==> src/hdl/ebaf_pkg.sv <==
// shared constants, types and helpers of the event background activity filter
package ebaf_pkg;

    // support map geometry
    localparam int MAX_WIDTH  = 512;
    localparam int MAX_HEIGHT = 512;

    // field widths
    localparam int X_W  = 9;
    localparam int Y_W  = 9;
    localparam int T_W  = 31;
    localparam int SZ_W = 10;

    // map split into three column banks: column c lives in bank c mod 3
    localparam int NBANK      = 3;
    localparam int COLS3      = (MAX_WIDTH + NBANK - 1) / NBANK;
    localparam int BANK_DEPTH = MAX_HEIGHT * COLS3;
    localparam int AW         = $clog2(BANK_DEPTH);
    localparam int BCW        = $clog2(COLS3);

    // compare width for coordinates against sensor size
    localparam int MAXD = (MAX_WIDTH > MAX_HEIGHT) ? MAX_WIDTH : MAX_HEIGHT;
    localparam int CW   = ($clog2(MAXD) + 1 > SZ_W + 1) ? $clog2(MAXD) + 1 : SZ_W + 1;

    // command queue
    localparam int CQ_DEPTH = 4;
    localparam int CQ_PW    = $clog2(CQ_DEPTH);

    // stream widths
    localparam int IN_TDATA_W  = 56;
    localparam int OUT_TDATA_W = 24;

    // configuration port
    localparam int CFG_IDX_W  = 2;
    localparam int CFG_DATA_W = 31;
    localparam logic [CFG_IDX_W-1:0] CFG_DELTA_T       = CFG_IDX_W'(0);
    localparam logic [CFG_IDX_W-1:0] CFG_SENSOR_WIDTH  = CFG_IDX_W'(1);
    localparam logic [CFG_IDX_W-1:0] CFG_SENSOR_HEIGHT = CFG_IDX_W'(2);

    localparam logic [T_W-1:0]  DELTA_T_RST       = T_W'(7000);
    localparam logic [SZ_W-1:0] SENSOR_WIDTH_RST  = SZ_W'(346);
    localparam logic [SZ_W-1:0] SENSOR_HEIGHT_RST = SZ_W'(260);

    typedef logic [1:0] t_bank;

    // effective sensor size, already clipped to the map
    typedef struct packed {
        logic [CW-1:0] width;
        logic [CW-1:0] height;
    } t_geom;

    // one classified event, ready for the map update
    typedef struct packed {
        logic [X_W-1:0]              x;
        logic [Y_W-1:0]              y;
        logic [T_W-1:0]              t;
        t_bank                       m;        // bank of the event column
        logic                        in_array;
        logic [AW-1:0]               rd_addr;
        logic [AW-1:0]               base;     // row y start inside a bank
        logic [2:0]                  row_ok;   // rows y-1, y, y+1 inside sensor
        logic [NBANK-1:0]            col_ok;   // per bank, strip column inside sensor
        logic [NBANK-1:0][BCW-1:0]   bcol;     // per bank, strip column index
    } t_cmd;

    typedef struct packed {
        logic           is_signal;
        logic [X_W-1:0] x;
        logic [Y_W-1:0] y;
    } t_result;

    // floor(v / 3) by reciprocal multiply, exact for v below 4096
    function automatic logic [X_W-1:0] div3(input logic [X_W-1:0] v);
        logic [X_W+11:0] p;
        p = (X_W + 12)'(v) * (X_W + 12)'(2731);
        return X_W'(p >> 13);
    endfunction

endpackage

==> src/hdl/ebaf_front.sv <==
// front part: takes events, works out bank, addresses and neighbour masks
module ebaf_front (
    input  logic                    i_valid,
    output logic                    o_ready,
    input  logic [ebaf_pkg::X_W-1:0] i_pixel_x,
    input  logic [ebaf_pkg::Y_W-1:0] i_pixel_y,
    input  logic [ebaf_pkg::T_W-1:0] i_event_time,
    input  ebaf_pkg::t_geom         i_geom,
    input  logic                    i_full,
    input  logic                    i_clearing,
    output logic                    o_push,
    output ebaf_pkg::t_cmd          o_cmd
);

    logic [ebaf_pkg::X_W-1:0] xq;
    logic [ebaf_pkg::X_W-1:0] xq3;
    logic [ebaf_pkg::X_W-1:0] rem;
    ebaf_pkg::t_bank          m;
    ebaf_pkg::t_bank          mm1;
    logic [ebaf_pkg::CW-1:0]  xc;
    logic [ebaf_pkg::CW-1:0]  yc;
    logic                     mid_ok;
    logic                     left_ok;
    logic                     right_ok;
    logic [ebaf_pkg::AW-1:0]  base;

    always_comb begin
        xq  = ebaf_pkg::div3(i_pixel_x);
        xq3 = ebaf_pkg::X_W'({xq, 1'b0}) + xq;
        rem = i_pixel_x - xq3;
        m   = rem[1:0];
        mm1 = (m == 2'd0) ? 2'd2 : m - 2'd1;

        xc = ebaf_pkg::CW'(i_pixel_x);
        yc = ebaf_pkg::CW'(i_pixel_y);

        mid_ok   = xc < i_geom.width;
        left_ok  = (xc != '0) && (xc <= i_geom.width);
        right_ok = (xc + ebaf_pkg::CW'(1)) < i_geom.width;

        base = ebaf_pkg::AW'(ebaf_pkg::AW'(i_pixel_y) * ebaf_pkg::AW'(ebaf_pkg::COLS3));

        o_cmd.x        = i_pixel_x;
        o_cmd.y        = i_pixel_y;
        o_cmd.t        = i_event_time;
        o_cmd.m        = m;
        o_cmd.in_array = (xc < ebaf_pkg::CW'(ebaf_pkg::MAX_WIDTH))
                      && (yc < ebaf_pkg::CW'(ebaf_pkg::MAX_HEIGHT));
        o_cmd.base     = base;
        o_cmd.rd_addr  = base + ebaf_pkg::AW'(xq);
        o_cmd.row_ok[0] = (yc != '0) && (yc <= i_geom.height);
        o_cmd.row_ok[1] = yc < i_geom.height;
        o_cmd.row_ok[2] = (yc + ebaf_pkg::CW'(1)) < i_geom.height;

        // each bank holds exactly one column of the x-1..x+1 strip
        for (int b = 0; b < ebaf_pkg::NBANK; b++) begin
            if (m == 2'(b)) begin
                o_cmd.bcol[b]   = ebaf_pkg::BCW'(xq);
                o_cmd.col_ok[b] = mid_ok;
            end else if (mm1 == 2'(b)) begin
                o_cmd.bcol[b]   = (m == 2'd0) ? ebaf_pkg::BCW'(xq - ebaf_pkg::X_W'(1))
                                              : ebaf_pkg::BCW'(xq);
                o_cmd.col_ok[b] = left_ok;
            end else begin
                o_cmd.bcol[b]   = (m == 2'd2) ? ebaf_pkg::BCW'(xq + ebaf_pkg::X_W'(1))
                                              : ebaf_pkg::BCW'(xq);
                o_cmd.col_ok[b] = right_ok;
            end
        end
    end

    assign o_ready = !i_full && !i_clearing;
    assign o_push  = i_valid && o_ready;

endmodule

==> config.mk <==
export PLATFORM = sky130hd
export DESIGN_NAME = ebaf_front
export DESIGN_NICKNAME = d
export VERILOG_FILES = /design/src/hdl/ebaf_pkg.sv /design/src/hdl/ebaf_front.sv
export SDC_FILE = /design/constraint.sdc
export NUM_CORES = 1
export LEC_CHECK = 0
export BUFFER_PORTS_ARGS = -buffer_cell sky130_fd_sc_hd__buf_4
export CORE_ASPECT_RATIO = 0.6
export CORE_MARGIN = 2
export CORE_UTILIZATION = 35
export DETAILED_ROUTE_END_ITERATION = 10
export GPL_ROUTABILITY_DRIVEN = 0
export PLACE_DENSITY = 0.57
export SLEW_MARGIN = 20
export SYNTH_ARGS = -nofsm -noshare
export SYNTH_HDL_FRONTEND = slang
export SYNTH_SLANG_ARGS = --single-unit
==> constraint.sdc <==
create_clock -name vclk -period 11.8
set_clock_uncertainty 0.1 [all_clocks]
set_input_delay 1.18 -clock vclk [all_inputs]
set_output_delay 1.18 -clock vclk [all_outputs]
set_load 0.03 [all_outputs]
==> reports/qor.txt <==
outcome -> finished clean
Post-DP HPWL -> 14.32 mm
vias in the first global route -> 4420
sequential area share after synthesis -> 0
Fin. Hold Viols -> 0
share of layout cells above drive strength 1 -> 0.2109
Syn. warnings -> 0
initial core utilization -> 0.3615
remaining antenna violation count -> 0
seq_cells -> 0
GRT Resource Usage Total -> 0.1705
CP max FO -> 9
worst min-delay path class -> primary input to output pin
CP endpoint kind -> output pin
crit share post-route -> 0.7740
DRT iter0 DRCs -> 383
final setup TNS -> 0 ps
vias per cell -> 4.724
Fmax -> 109.5 MHz
final net count -> 1059
RSZ-0062 raised after global routing -> no
worst path arrival time -> 7850 ps
CLK BUF -> 0
Syn Area/Cell -> 8.289 sq um
pin count of the biggest net entering global routing -> 12
critical path required time -> 10520 ps
Core Region -> 16440 sq um
post-synthesis cell type count -> 65
Worst Max-Slew Pin Slew -> 637.9 ps
Mapped Nets -> 982
Cells after Synth -> 717
kind of critical path -> primary input to output pin
Cell Area, Synth -> 5943 sq um
die width -> 172.2 um
Slew HR -> 0.5711
total routed wirelength -> 15.78 mm
gr ovfl total -> 0
WL/cell -> 15.47 um
Final Setup Violations -> 0
port bufs -> 129
Die Height -> 104.9 um
io pins -> 192
hold path startpoint -> i_event_time[9]
first drt pass iteration count -> 5
hold path depth -> 0
critical path launch point type -> primary input
initial antenna violation count -> 0
post-cts sizing count -> 0
number of max-cap violations -> 0
fin crit period -> 9133 ps
FF/Latch Area -> 0 sq um
die area -> 18070 sq um
first-pass GRT wire length -> 24.56 mm
Layout area overhead -> 14.44%
num rows -> 36
Antenna Cells -> 0
Final Slew Violations -> 0
Post-CTS Setup Inserts -> 0
via count -> 4818
hold buffers post-CTS -> 0
Hold Path Sink -> o_cmd[76]
DR DRC count -> 0
cells by family (layout without fill, tap and decap cells):
group | Yosys count | after routing | share of synthesized area
adders and majority gates | 192 | 192 | 0.4531
buffers and inverters | 181 | 256 | 0.1482
and+or+nand+nor | 145 | 145 | 0.1356
xor gates and xnor gates | 67 | 67 | 0.1057
muxes | 2 | 2 | 0.003789
AOI/OAI and AO/OA | 129 | 129 | 0.1531
other | 1 | 1 | 0.0006310
cell type report:
class | instances | area (sq um)
timing repair buffer | 130 | 975.9
tap | 228 | 285.3
multi-input combinational | 536 | 5062
inverter | 126 | 478.0
fill | 1682 | 9639
worst max-delay path: stages:
cell and delay (ps):
buf_4 150, ha_1 390, inv_1 90, fa_1 500
fa_1 510, inv_1 50, fa_1 450, ha_1 360
a2111oi_0 480, o21ai_1 140, o21ai_1 100, o21ai_1 100
xor2_2 440, ha_1 360, inv_1 60, ha_1 230
xnor2_1 280, inv_1 110, ha_1 270, nand2b_1 170
nor2_1 340, nand2_1 160, or3_4 370, nor3_2 130
xor2_1 230, buf_4 200
how the worst max path moves through the flow:
stage,from,to,slack [ps]
floorplan,i_pixel_x[3],o_cmd[6],2940
global placement,i_pixel_x[3],o_cmd[6],2900
detailed placement,i_pixel_x[3],o_cmd[6],2660
CTS,i_pixel_x[3],o_cmd[6],2640
global route,i_pixel_x[3],o_cmd[6],2190
finish,i_pixel_x[3],o_cmd[6],2670
Yosys cell counts, types with 10 or more instances:
cell	n	area, sq um
inv_1	125	469.2
ha_1	152	1902
nand3_1	24	120.1
xor2_1	21	183.9
o21a_1	23	172.7
a21o_1	13	97.59
nand2_1	19	71.32
o21ai_0	22	110.1
nor2_1	34	127.6
nor2b_1	10	62.56
buf_4	51	382.9
a21oi_1	23	115.1
fa_1	39	780.8
xnor2_1	42	367.9
layout by cell type, fill, tap and decap left out, drive strengths merged, types with 3 or more instances in the layout:
cell | Yosys | routed
xnor2 | 42 | 42
nor3 | 12 | 12
nand3 | 25 | 25
fa | 39 | 39
and3 | 5 | 5
nor2b | 10 | 10
nand2b | 3 | 3
o21ai | 29 | 29
or2 | 6 | 6
and2 | 4 | 4
inv | 125 | 125
o211ai | 5 | 5
ha | 152 | 152
o21a | 23 | 23
a21boi | 3 | 3
a21oi | 27 | 27
nand2 | 19 | 19
a211oi | 6 | 6
a21o | 13 | 13
xor2 | 25 | 25
nand4 | 10 | 10
nor2 | 36 | 36
buf | 55 | 130
or3 | 4 | 4
nand3b | 3 | 3
per-stage QoR:
stage,utilization,setup WS (ps),instance area (sq um),cells,hold WS [ps]
5_1_grt,0.4137,2194,6802,1020,2260
3_5_place_dp,0.4137,2662,6802,1020,2260
2_1_floorplan,-,2940,5943,717,2372
3_3_place_gp,0.4137,2896,6802,1020,2260
4_1_cts,0.4137,2637,6802,1020,2260
6_report,0.4137,2667,6802,1020,2260
per-layer routing:
layer	part of all wire	routed length, um	GRT usage	vias to the layer above
met2	0.32	5123	0.1974	118
met1	0.62	9714	0.3238	2164
met5	0	0	0	-
met3	0.057	906	0.01174	10
li1	-	-	-	2526
met4	0.0025	39	0.003001	0
Power is left out: the tool's default activity adds up to more than one toggle a clock period on the data nets, which glitch-free logic cannot reach.
