--- src/hdl/ebaf_pkg.sv ---
// shared constants, types and helpers of the event background activity filter
package ebaf_pkg;

    // support map geometry
    localparam int MAX_WIDTH  = 512;
    localparam int MAX_HEIGHT = 512;

    // field widths
    localparam int X_W  = 9;
    localparam int Y_W  = 9;
    localparam int T_W  = 31;
    localparam int SZ_W = 10;

    // map split into three column banks: column c lives in bank c mod 3
    localparam int NBANK      = 3;
    localparam int COLS3      = (MAX_WIDTH + NBANK - 1) / NBANK;
    localparam int BANK_DEPTH = MAX_HEIGHT * COLS3;
    localparam int AW         = $clog2(BANK_DEPTH);
    localparam int BCW        = $clog2(COLS3);

    // compare width for coordinates against sensor size
    localparam int MAXD = (MAX_WIDTH > MAX_HEIGHT) ? MAX_WIDTH : MAX_HEIGHT;
    localparam int CW   = ($clog2(MAXD) + 1 > SZ_W + 1) ? $clog2(MAXD) + 1 : SZ_W + 1;

    // command queue
    localparam int CQ_DEPTH = 4;
    localparam int CQ_PW    = $clog2(CQ_DEPTH);

    // stream widths
    localparam int IN_TDATA_W  = 56;
    localparam int OUT_TDATA_W = 24;

    // configuration port
    localparam int CFG_IDX_W  = 2;
    localparam int CFG_DATA_W = 31;
    localparam logic [CFG_IDX_W-1:0] CFG_DELTA_T       = CFG_IDX_W'(0);
    localparam logic [CFG_IDX_W-1:0] CFG_SENSOR_WIDTH  = CFG_IDX_W'(1);
    localparam logic [CFG_IDX_W-1:0] CFG_SENSOR_HEIGHT = CFG_IDX_W'(2);

    localparam logic [T_W-1:0]  DELTA_T_RST       = T_W'(7000);
    localparam logic [SZ_W-1:0] SENSOR_WIDTH_RST  = SZ_W'(346);
    localparam logic [SZ_W-1:0] SENSOR_HEIGHT_RST = SZ_W'(260);

    typedef logic [1:0] t_bank;

    // effective sensor size, already clipped to the map
    typedef struct packed {
        logic [CW-1:0] width;
        logic [CW-1:0] height;
    } t_geom;

    // one classified event, ready for the map update
    typedef struct packed {
        logic [X_W-1:0]              x;
        logic [Y_W-1:0]              y;
        logic [T_W-1:0]              t;
        t_bank                       m;        // bank of the event column
        logic                        in_array;
        logic [AW-1:0]               rd_addr;
        logic [AW-1:0]               base;     // row y start inside a bank
        logic [2:0]                  row_ok;   // rows y-1, y, y+1 inside sensor
        logic [NBANK-1:0]            col_ok;   // per bank, strip column inside sensor
        logic [NBANK-1:0][BCW-1:0]   bcol;     // per bank, strip column index
    } t_cmd;

    typedef struct packed {
        logic           is_signal;
        logic [X_W-1:0] x;
        logic [Y_W-1:0] y;
    } t_result;

    // floor(v / 3) by reciprocal multiply, exact for v below 4096
    function automatic logic [X_W-1:0] div3(input logic [X_W-1:0] v);
        logic [X_W+11:0] p;
        p = (X_W + 12)'(v) * (X_W + 12)'(2731);
        return X_W'(p >> 13);
    endfunction

endpackage

--- src/hdl/ebaf_cmd_fifo.sv ---
// short command queue between front and back part
module ebaf_cmd_fifo (
    input  logic           i_clk,
    input  logic           i_rst_n,
    input  logic           i_push,
    input  ebaf_pkg::t_cmd i_cmd,
    input  logic           i_pop,
    output ebaf_pkg::t_cmd o_head,
    output logic           o_empty,
    output logic           o_full
);

    ebaf_pkg::t_cmd              r_mem [ebaf_pkg::CQ_DEPTH];
    logic [ebaf_pkg::CQ_PW-1:0]  r_wp;
    logic [ebaf_pkg::CQ_PW-1:0]  r_rp;
    logic [ebaf_pkg::CQ_PW:0]    r_cnt;
    logic [ebaf_pkg::CQ_PW:0]    n_cnt;

    always_comb begin
        n_cnt = r_cnt;
        if (i_push && !i_pop) begin
            n_cnt = r_cnt + 1'b1;
        end else if (i_pop && !i_push) begin
            n_cnt = r_cnt - 1'b1;
        end
    end

    always_ff @(posedge i_clk) begin
        if (!i_rst_n) begin
            r_wp  <= '0;
            r_rp  <= '0;
            r_cnt <= '0;
        end else begin
            if (i_push) begin
                r_wp <= r_wp + 1'b1;
            end
            if (i_pop) begin
                r_rp <= r_rp + 1'b1;
            end
            r_cnt <= n_cnt;
        end
    end

    always_ff @(posedge i_clk) begin
        if (i_push) begin
            r_mem[r_wp] <= i_cmd;
        end
    end

    assign o_head  = r_mem[r_rp];
    assign o_empty = (r_cnt == '0);
    assign o_full  = (r_cnt == (ebaf_pkg::CQ_PW + 1)'(ebaf_pkg::CQ_DEPTH));

endmodule

--- config.mk ---
export PLATFORM = sky130hd
export DESIGN_NAME = ebaf_cmd_fifo
export DESIGN_NICKNAME = d
export VERILOG_FILES = /design/src/hdl/ebaf_pkg.sv /design/src/hdl/ebaf_cmd_fifo.sv
export SDC_FILE = /design/constraint.sdc
export NUM_CORES = 1
export LEC_CHECK = 0
export BUFFER_PORTS_ARGS = -buffer_cell sky130_fd_sc_hd__buf_2
export CORE_MARGIN = 2
export CORE_UTILIZATION = 39
export CTS_CLUSTER_DIAMETER = 100
export DETAILED_ROUTE_END_ITERATION = 10
export PLACE_DENSITY = 0.55
export SKIP_LAST_GASP = 1
export SYNTH_ARGS = -nofsm -noshare
export SYNTH_HDL_FRONTEND = slang
export SYNTH_SLANG_ARGS = --single-unit
export TNS_END_PERCENT = 20
--- constraint.sdc ---
create_clock -name i_clk -period 9.4 [get_ports i_clk]
set_input_delay 0.47 -clock i_clk [delete_from_list [all_inputs] [get_ports i_clk]]
set_output_delay 0.47 -clock i_clk [all_outputs]
set_load 0.05 [all_outputs]
==> impl_metrics.xml, run 1 <==
<?xml version="1.0" encoding="UTF-8"?>
<metrics>
  <group name="synth">
    <metric name="synth.avg_cell_area" unit="um2">26.43</metric>
    <metric name="synth.yosys.seq_area_share" unit="">0.8229</metric>
    <metric name="post_synth_instance_area" unit="um2">17150</metric>
    <metric name="cell_count_after_synthesis" unit="">649</metric>
    <metric name="synth_fp_nets" unit="">775</metric>
    <metric name="synthDistinctLibCells" unit="">20</metric>
    <metric name="synth.yosys.warnings" unit="">0</metric>
    <metric name="synth_seq_cells" unit="">473</metric>
  </group>
  <group name="sta">
    <metric name="timing.final.setup_violations" unit="">0</metric>
    <metric name="unrepaired_setup_endpoints_after_global_routing" unit="">no</metric>
    <metric name="slew_headroom" unit="">0.3485</metric>
    <metric name="period_needed" unit="ns">3.565</metric>
    <metric name="timing.final.max_slew_violations" unit="">0</metric>
    <metric name="final.setup.tns" unit="ns">0</metric>
    <metric name="finalHoldViolCount" unit="">0</metric>
    <metric name="final.setup_skew" unit="ns">0.01349</metric>
    <metric name="fin_crit_sh" unit="">0.3793</metric>
    <metric name="max_clock_freq" unit="GHz">0.2805</metric>
    <metric name="timing_worst_slew_pin_value" unit="ns">0.9772</metric>
  </group>
  <group name="power_and_ir_drop">
    <metric name="worst_ir_drop_vdd" unit="mV">0.1699</metric>
    <metric name="p_leak" unit="nW">6.744</metric>
    <metric name="cellPowerDensity" unit="nW/um2">236.1</metric>
  </group>
  <group name="cts">
    <metric name="cts-root-buf" unit="">sky130_fd_sc_hd__clkbuf_16</metric>
    <metric name="cts_inserted_buffers" unit="">48</metric>
    <metric name="clkLatencyLatePin" unit="ns">0.56</metric>
    <metric name="h_tree_levels" unit="">2</metric>
    <metric name="cts-resized-gates" unit="">0</metric>
    <metric name="ctsLongestPathBuffers" unit="">3</metric>
    <metric name="clock-sinks" unit="">473</metric>
    <metric name="postCtsHoldBufs" unit="">0</metric>
    <metric name="cts_post_setup_buffers_inserted" unit="">0</metric>
    <metric name="cts_tree" unit="">built</metric>
    <metric name="clk_pin_slew" unit="ns">0.06</metric>
  </group>
  <group name="routing">
    <metric name="detail_route.wirelength" unit="mm">32.58</metric>
    <metric name="routedWlPerCell" unit="um">21.19</metric>
    <metric name="detail_route.wirelength.met1" unit="mm">13.89</metric>
    <metric name="highest_metal_used" unit="">met5</metric>
    <metric name="dr.first_iter.drc_count" unit="">472</metric>
    <metric name="met3_length" unit="mm">2.613</metric>
    <metric name="antenna_violating_nets_remaining" unit="">0</metric>
    <metric name="wl_met2" unit="mm">15.28</metric>
    <metric name="drc" unit="">0</metric>
    <metric name="route.vias.total" unit="">7518</metric>
    <metric name="firstDrtPassIters" unit="">6</metric>
    <metric name="drt-vias-per-instance" unit="">4.888</metric>
  </group>
  <group name="placement">
    <metric name="placer_congestion" unit="">0.6732</metric>
    <metric name="place_hpwl" unit="mm">18.56</metric>
    <metric name="port_buffers" unit="">237</metric>
  </group>
  <group name="die">
    <metric name="dieWidth" unit="um">213.7</metric>
    <metric name="initial_utilization" unit="">0.3964</metric>
    <metric name="placement_rows" unit="">76</metric>
    <metric name="number_of_placed_i_o_pins" unit="">238</metric>
    <metric name="die_height" unit="um">213.7</metric>
    <metric name="core_area" unit="um2">43270</metric>
    <metric name="die_ar" unit="um2">45670</metric>
  </group>
  <group name="global_routing">
    <metric name="grt_start_max_net_pins" unit="">61</metric>
    <metric name="globalRouteTotalUtil" unit="">0.1433</metric>
    <metric name="grt_first_pass_wirelength" unit="mm">48.55</metric>
    <metric name="initial_antenna_violation_count" unit="">6</metric>
    <metric name="first_global_vias" unit="">8147</metric>
    <metric name="grt_overflow_total" unit="">0</metric>
  </group>
  <group name="worst_hold_path">
    <metric name="holdCritStartpoint" unit="">i_cmd[10]</metric>
    <metric name="hold_end" unit="">r_mem[1][10]</metric>
    <metric name="hold_class" unit="">in -&gt; reg</metric>
    <metric name="min_delay_path_depth" unit="">1</metric>
  </group>
  <group name="layout">
    <metric name="final_net_count" unit="">1044</metric>
    <metric name="final_common_cell" unit="">sky130_fd_sc_hd__edfxtp_1</metric>
    <metric name="area_delta_synth_final" unit="%">18.69</metric>
    <metric name="leading_cell_types_in_the_layout_fill_and_taps_excluded" unit="">464 x sky130_fd_sc_hd__edfxtp_1, 237 x sky130_fd_sc_hd__buf_2, 116 x sky130_fd_sc_hd__mux4_2, 49 x sky130_fd_sc_hd__clkbuf_16, 17 x sky130_fd_sc_hd__clkbuf_1</metric>
    <metric name="fillerInstances" unit="">3638</metric>
    <metric name="final_core_utilization" unit="">0.4705</metric>
    <metric name="post_route_cells_drive_above_1_share" unit="">0.4453</metric>
  </group>
  <group name="critical_path">
    <metric name="setup.reg_to_reg.worst_slack" unit="ns">6.73</metric>
    <metric name="critical_path_data_arrival_time" unit="ns">3.10</metric>
    <metric name="cp_max_fo" unit="">44</metric>
    <metric name="critical_path.endpoint_type" unit="">output port</metric>
    <metric name="worstPathRequired" unit="ns">8.93</metric>
    <metric name="worst-setup-path-type" unit="">reg -&gt; out</metric>
    <metric name="cell_depth_of_the_worst_flop_to_flop_path" unit="">3</metric>
    <metric name="crit-reg2reg-capture" unit="">r_mem[3][39]</metric>
    <metric name="critPathLaunchType" unit="">register</metric>
    <metric name="start_of_the_worst_register_to_register_path" unit="">r_wp[0]</metric>
  </group>
  <group name="job">
    <metric name="maxCapViolations" unit="">0</metric>
  </group>
  <group name="run_status">
    <metric name="outcome" unit="">completed</metric>
  </group>
</metrics>
sequential cells by signal, summed over array words and instances, names as in the netlist, named ones only:
signal  flops
r_cnt       3
r_mem     464
r_rp        2
r_wp        2
area by class of cell:
| type | count | area [um2] | area share |
|---|---|---|---|
| diodes | 3 | 7.507 | 0.0003688 |
| clock buffers | 66 | 1290 | 0.06337 |
| clock inverters | 16 | 71.32 | 0.003504 |
| inverters | 4 | 15.01 | 0.0007376 |
| multi-input cells | 146 | 2873 | 0.1411 |
| flip-flops and latches | 473 | 14120 | 0.6937 |
| well taps | 585 | 732.0 | 0.03596 |
| repair buffers | 245 | 1246 | 0.06122 |
metrics by stage:
| stage | hold slack [ns] | worst slack, ns | instance area (um2) | power, mW | cells |
|---|---|---|---|---|---|
| after floorplan | 0.4724 | 5.702 | 17150 | 3.004 | 649 |
| after global placement | 0.4989 | 6.284 | 18990 | 3.176 | 1453 |
| after detailed placement | 0.5313 | 6.266 | 18990 | 3.183 | 1453 |
| after CTS | 0.06919 | 5.644 | 20350 | 4.879 | 1535 |
| after global routing | 0.08941 | 5.521 | 20350 | 4.991 | 1536 |
| final | 0.1158 | 5.835 | 20360 | 4.805 | 1538 |
synth_stat cells, drive strengths merged:
master,count,area [um2]
nor2b,2,12.51
xnor2,2,17.52
and2,9,56.30
xor2,3,26.28
a21boi,1,7.510
ha,5,62.56
fa,1,20.02
mux4,116,2613
edfxtp,464,13930
or3,1,6.260
dfxtp,9,180.2
inv,4,15.01
nor3,1,5.000
nand2,1,3.750
buf,19,132.6
clkbuf,7,26.28
mux2i,2,20.02
nor3b,1,7.510
o21ai,1,5.000
critical path, cell delays in order (launching register included):
cell	delay, ns
sky130_fd_sc_hd__dfxtp_4	0.80
sky130_fd_sc_hd__buf_4	0.83
sky130_fd_sc_hd__mux4_2	0.62
sky130_fd_sc_hd__buf_2	0.23
metal layers:
metal	global-route usage	vias to the layer above
li1	-	3342
met5	0	-
met3	0.04979	61
met1	0.1913	3915
met4	0.05101	6
met2	0.2197	194
cell families (layout without fill, tap and decap cells):
group / Yosys count / count (layout) / synth area share
buffers and inverters: 30 / 331 / 0.01014
flip-flops: 473 / 473 / 0.8229
adder cells (fa/ha/maj): 6 / 6 / 0.004815
other: 0 / 3 / 0
XOR/XNOR: 5 / 5 / 0.002554
multiplexers: 118 / 118 / 0.1535
AND/OR/NAND/NOR: 15 / 15 / 0.005325
AO/OA/AOI/OAI: 2 / 2 / 0.0007294
worst max path at each step:
stage                     slack (ns)  startpoint     endpoint
after floorplan                 5.70     r_wp[0]  r_mem[0][0]
after global placement          6.28    register   o_head[10]
after detailed placement        6.27    register  o_head[111]
after CTS                       5.64    register   o_head[50]
after global routing            5.52    register   o_head[49]
final                           5.83    register  o_head[111]
where the power goes:
part / total (mW) / internal, mW / switching (mW) / leakage (nW)
combinational: 0.660 / 0.194 / 0.466 / 1.74
clock: 1.68 / 0.950 / 0.731 / 0.662
sequential: 2.46 / 2.43 / 0.0388 / 4.34
(Power assumes the default switching activity.)
==> run 2: changes to the inputs <==
==> constraint.sdc (replaced) <==
create_clock -name i_clk -period 3.6 [get_ports i_clk]
set_input_delay 0.18 -clock i_clk [delete_from_list [all_inputs] [get_ports i_clk]]
set_output_delay 0.18 -clock i_clk [all_outputs]
set_load 0.05 [all_outputs]
==> impl_metrics.xml, run 2 (synthesis gave the netlist of run 1 again) <==
<?xml version="1.0" encoding="UTF-8"?>
<metrics>
  <group name="global_routing">
    <metric name="initial_antenna_violation_count" unit="">2</metric>
    <metric name="first_global_vias" unit="">8831</metric>
    <metric name="grt_overflow_total" unit="">0</metric>
    <metric name="grt_start_max_net_pins" unit="">74</metric>
    <metric name="grt_first_pass_wirelength" unit="mm">51.27</metric>
    <metric name="globalRouteTotalUtil" unit="">0.1500</metric>
  </group>
  <group name="critical_path">
    <metric name="critical_path_data_arrival_time" unit="ns">2.44</metric>
    <metric name="setup.reg_to_reg.worst_slack" unit="ns">1.71</metric>
    <metric name="cp_max_fo" unit="">41</metric>
    <metric name="worstPathRequired" unit="ns">3.42</metric>
    <metric name="critPathLaunchType" unit="">register</metric>
    <metric name="critical_path.endpoint_type" unit="">output port</metric>
    <metric name="worst-setup-path-type" unit="">reg -&gt; out</metric>
  </group>
  <group name="cts">
    <metric name="clkLatencyLatePin" unit="ns">0.57</metric>
    <metric name="cts-root-buf" unit="">sky130_fd_sc_hd__clkbuf_16</metric>
    <metric name="ctsLongestPathBuffers" unit="">3</metric>
    <metric name="h_tree_levels" unit="">2</metric>
    <metric name="cts_post_setup_buffers_inserted" unit="">0</metric>
    <metric name="cts_tree" unit="">built</metric>
    <metric name="clock-sinks" unit="">473</metric>
    <metric name="cts-resized-gates" unit="">0</metric>
    <metric name="postCtsHoldBufs" unit="">118</metric>
    <metric name="clk_pin_slew" unit="ns">0.06</metric>
    <metric name="cts_inserted_buffers" unit="">48</metric>
  </group>
  <group name="die">
    <metric name="placement_rows" unit="">76</metric>
    <metric name="dieWidth" unit="um">213.7</metric>
    <metric name="initial_utilization" unit="">0.3964</metric>
    <metric name="die_height" unit="um">213.7</metric>
    <metric name="core_area" unit="um2">43270</metric>
    <metric name="die_ar" unit="um2">45670</metric>
    <metric name="number_of_placed_i_o_pins" unit="">238</metric>
  </group>
  <group name="run_status">
    <metric name="outcome" unit="">completed</metric>
  </group>
  <group name="sta">
    <metric name="timing_worst_slew_pin_value" unit="ns">0.6938</metric>
    <metric name="timing.final.max_slew_violations" unit="">0</metric>
    <metric name="slew_headroom" unit="">0.5374</metric>
    <metric name="timing.final.setup_violations" unit="">0</metric>
    <metric name="unrepaired_setup_endpoints_after_global_routing" unit="">no</metric>
    <metric name="max_clock_freq" unit="GHz">0.3811</metric>
    <metric name="fin_crit_sh" unit="">0.7290</metric>
    <metric name="finalHoldViolCount" unit="">0</metric>
    <metric name="final.setup_skew" unit="ns">0.005335</metric>
    <metric name="period_needed" unit="ns">2.624</metric>
  </group>
  <group name="layout">
    <metric name="reg_top3" unit="">r_mem: 464 flops, r_cnt: 3 flops</metric>
    <metric name="area_delta_synth_final" unit="%">27.29</metric>
    <metric name="largest_register_ffs" unit="">464</metric>
    <metric name="final_common_cell" unit="">sky130_fd_sc_hd__edfxtp_1</metric>
    <metric name="fin_cells" unit="">1667</metric>
    <metric name="post_route_cells_drive_above_1_share" unit="">0.4080</metric>
    <metric name="leading_cell_types_in_the_layout_fill_and_taps_excluded" unit="">464 x sky130_fd_sc_hd__edfxtp_1, 237 x sky130_fd_sc_hd__buf_2, 118 x sky130_fd_sc_hd__dlygate4sd3_1, 116 x sky130_fd_sc_hd__mux4_2, 49 x sky130_fd_sc_hd__clkbuf_16</metric>
    <metric name="final_net_count" unit="">1169</metric>
    <metric name="largest_register" unit="">r_mem</metric>
    <metric name="fillerInstances" unit="">3463</metric>
    <metric name="final_core_utilization" unit="">0.5045</metric>
  </group>
  <group name="routing">
    <metric name="detail_route.wirelength" unit="mm">33.81</metric>
    <metric name="route.vias.total" unit="">8070</metric>
    <metric name="dr.first_iter.drc_count" unit="">486</metric>
    <metric name="drc" unit="">0</metric>
    <metric name="antenna_violating_nets_remaining" unit="">0</metric>
    <metric name="firstDrtPassIters" unit="">6</metric>
    <metric name="drt-vias-per-instance" unit="">4.841</metric>
    <metric name="routedWlPerCell" unit="um">20.28</metric>
  </group>
  <group name="placement">
    <metric name="placer_congestion" unit="">0.7209</metric>
    <metric name="port_buffers" unit="">237</metric>
    <metric name="place_hpwl" unit="mm">19.59</metric>
    <metric name="placed_cells_incl_taps" unit="">1460</metric>
  </group>
  <group name="power_and_ir_drop">
    <metric name="worst_ir_drop_vdd" unit="mV">0.3890</metric>
    <metric name="report.power.total" unit="mW">13.02</metric>
    <metric name="cellPowerDensity" unit="nW/um2">596.2</metric>
    <metric name="p_leak" unit="nW">7.379</metric>
  </group>
  <group name="job">
    <metric name="maxCapViolations" unit="">0</metric>
  </group>
  <group name="worst_hold_path">
    <metric name="hold_class" unit="">in -&gt; reg</metric>
  </group>
</metrics>
[run 2: routing by layer]
metal | track usage | routed length, um | vias to the layer above
met1 | 0.1972 | 14870 | 4235
met5 | 0 | 13 | -
met2 | 0.2442 | 16270 | 196
met4 | 0.04741 | 603 | 2
met3 | 0.04159 | 2051 | 49
li1 | - | - | 3588
[run 2: worst paths after layout]
path	startpoint	depth (start not counted)	endpoint
hold / removal	i_push	3	r_wp[1]
setup / recovery	register	3	o_head[62]
setup reg to reg	r_wp[0]	3	r_mem[1][70]
hold reg to reg	r_cnt[2]	2	r_cnt[2]
[run 2: through the flow]
stage,TNS [ns],area [um2],worst slack (ns),hold slack [ns]
floorplan,-29.81,17150,-0.09803,0.2789
finish,0,21830,0.9757,0.05145
CTS,0,21830,0.9101,0.009693
global route,0,21830,0.8709,0.05534
global placement,0,19140,1.531,0.3957
detailed placement,0,19140,1.535,0.3963
[run 2: cell type report]
cell class,count,area [um2],area share
clock inverters,24,193.9,0.008884
diodes,1,2.502,0.0001146
well taps,585,732.0,0.03353
flip-flops and latches,473,14120,0.6469
clock buffers,64,1313,0.06012
repair buffers,370,2580,0.1182
inverters,4,15.01,0.0006878
multi-input cells,146,2873,0.1316
[run 2: critical path, stage by stage (launching register included)]
cell	delay (ns)
sky130_fd_sc_hd__dfxtp_4	0.77
sky130_fd_sc_hd__buf_4	0.45
sky130_fd_sc_hd__mux4_2	0.37
sky130_fd_sc_hd__buf_2	0.23
[run 2: power breakdown]
group | leakage, nW | internal [mW] | switching, mW
Clock | 0.740 | 2.77 | 1.95
Combinational | 2.30 | 0.614 | 1.27
Sequential | 4.34 | 6.33 | 0.0757
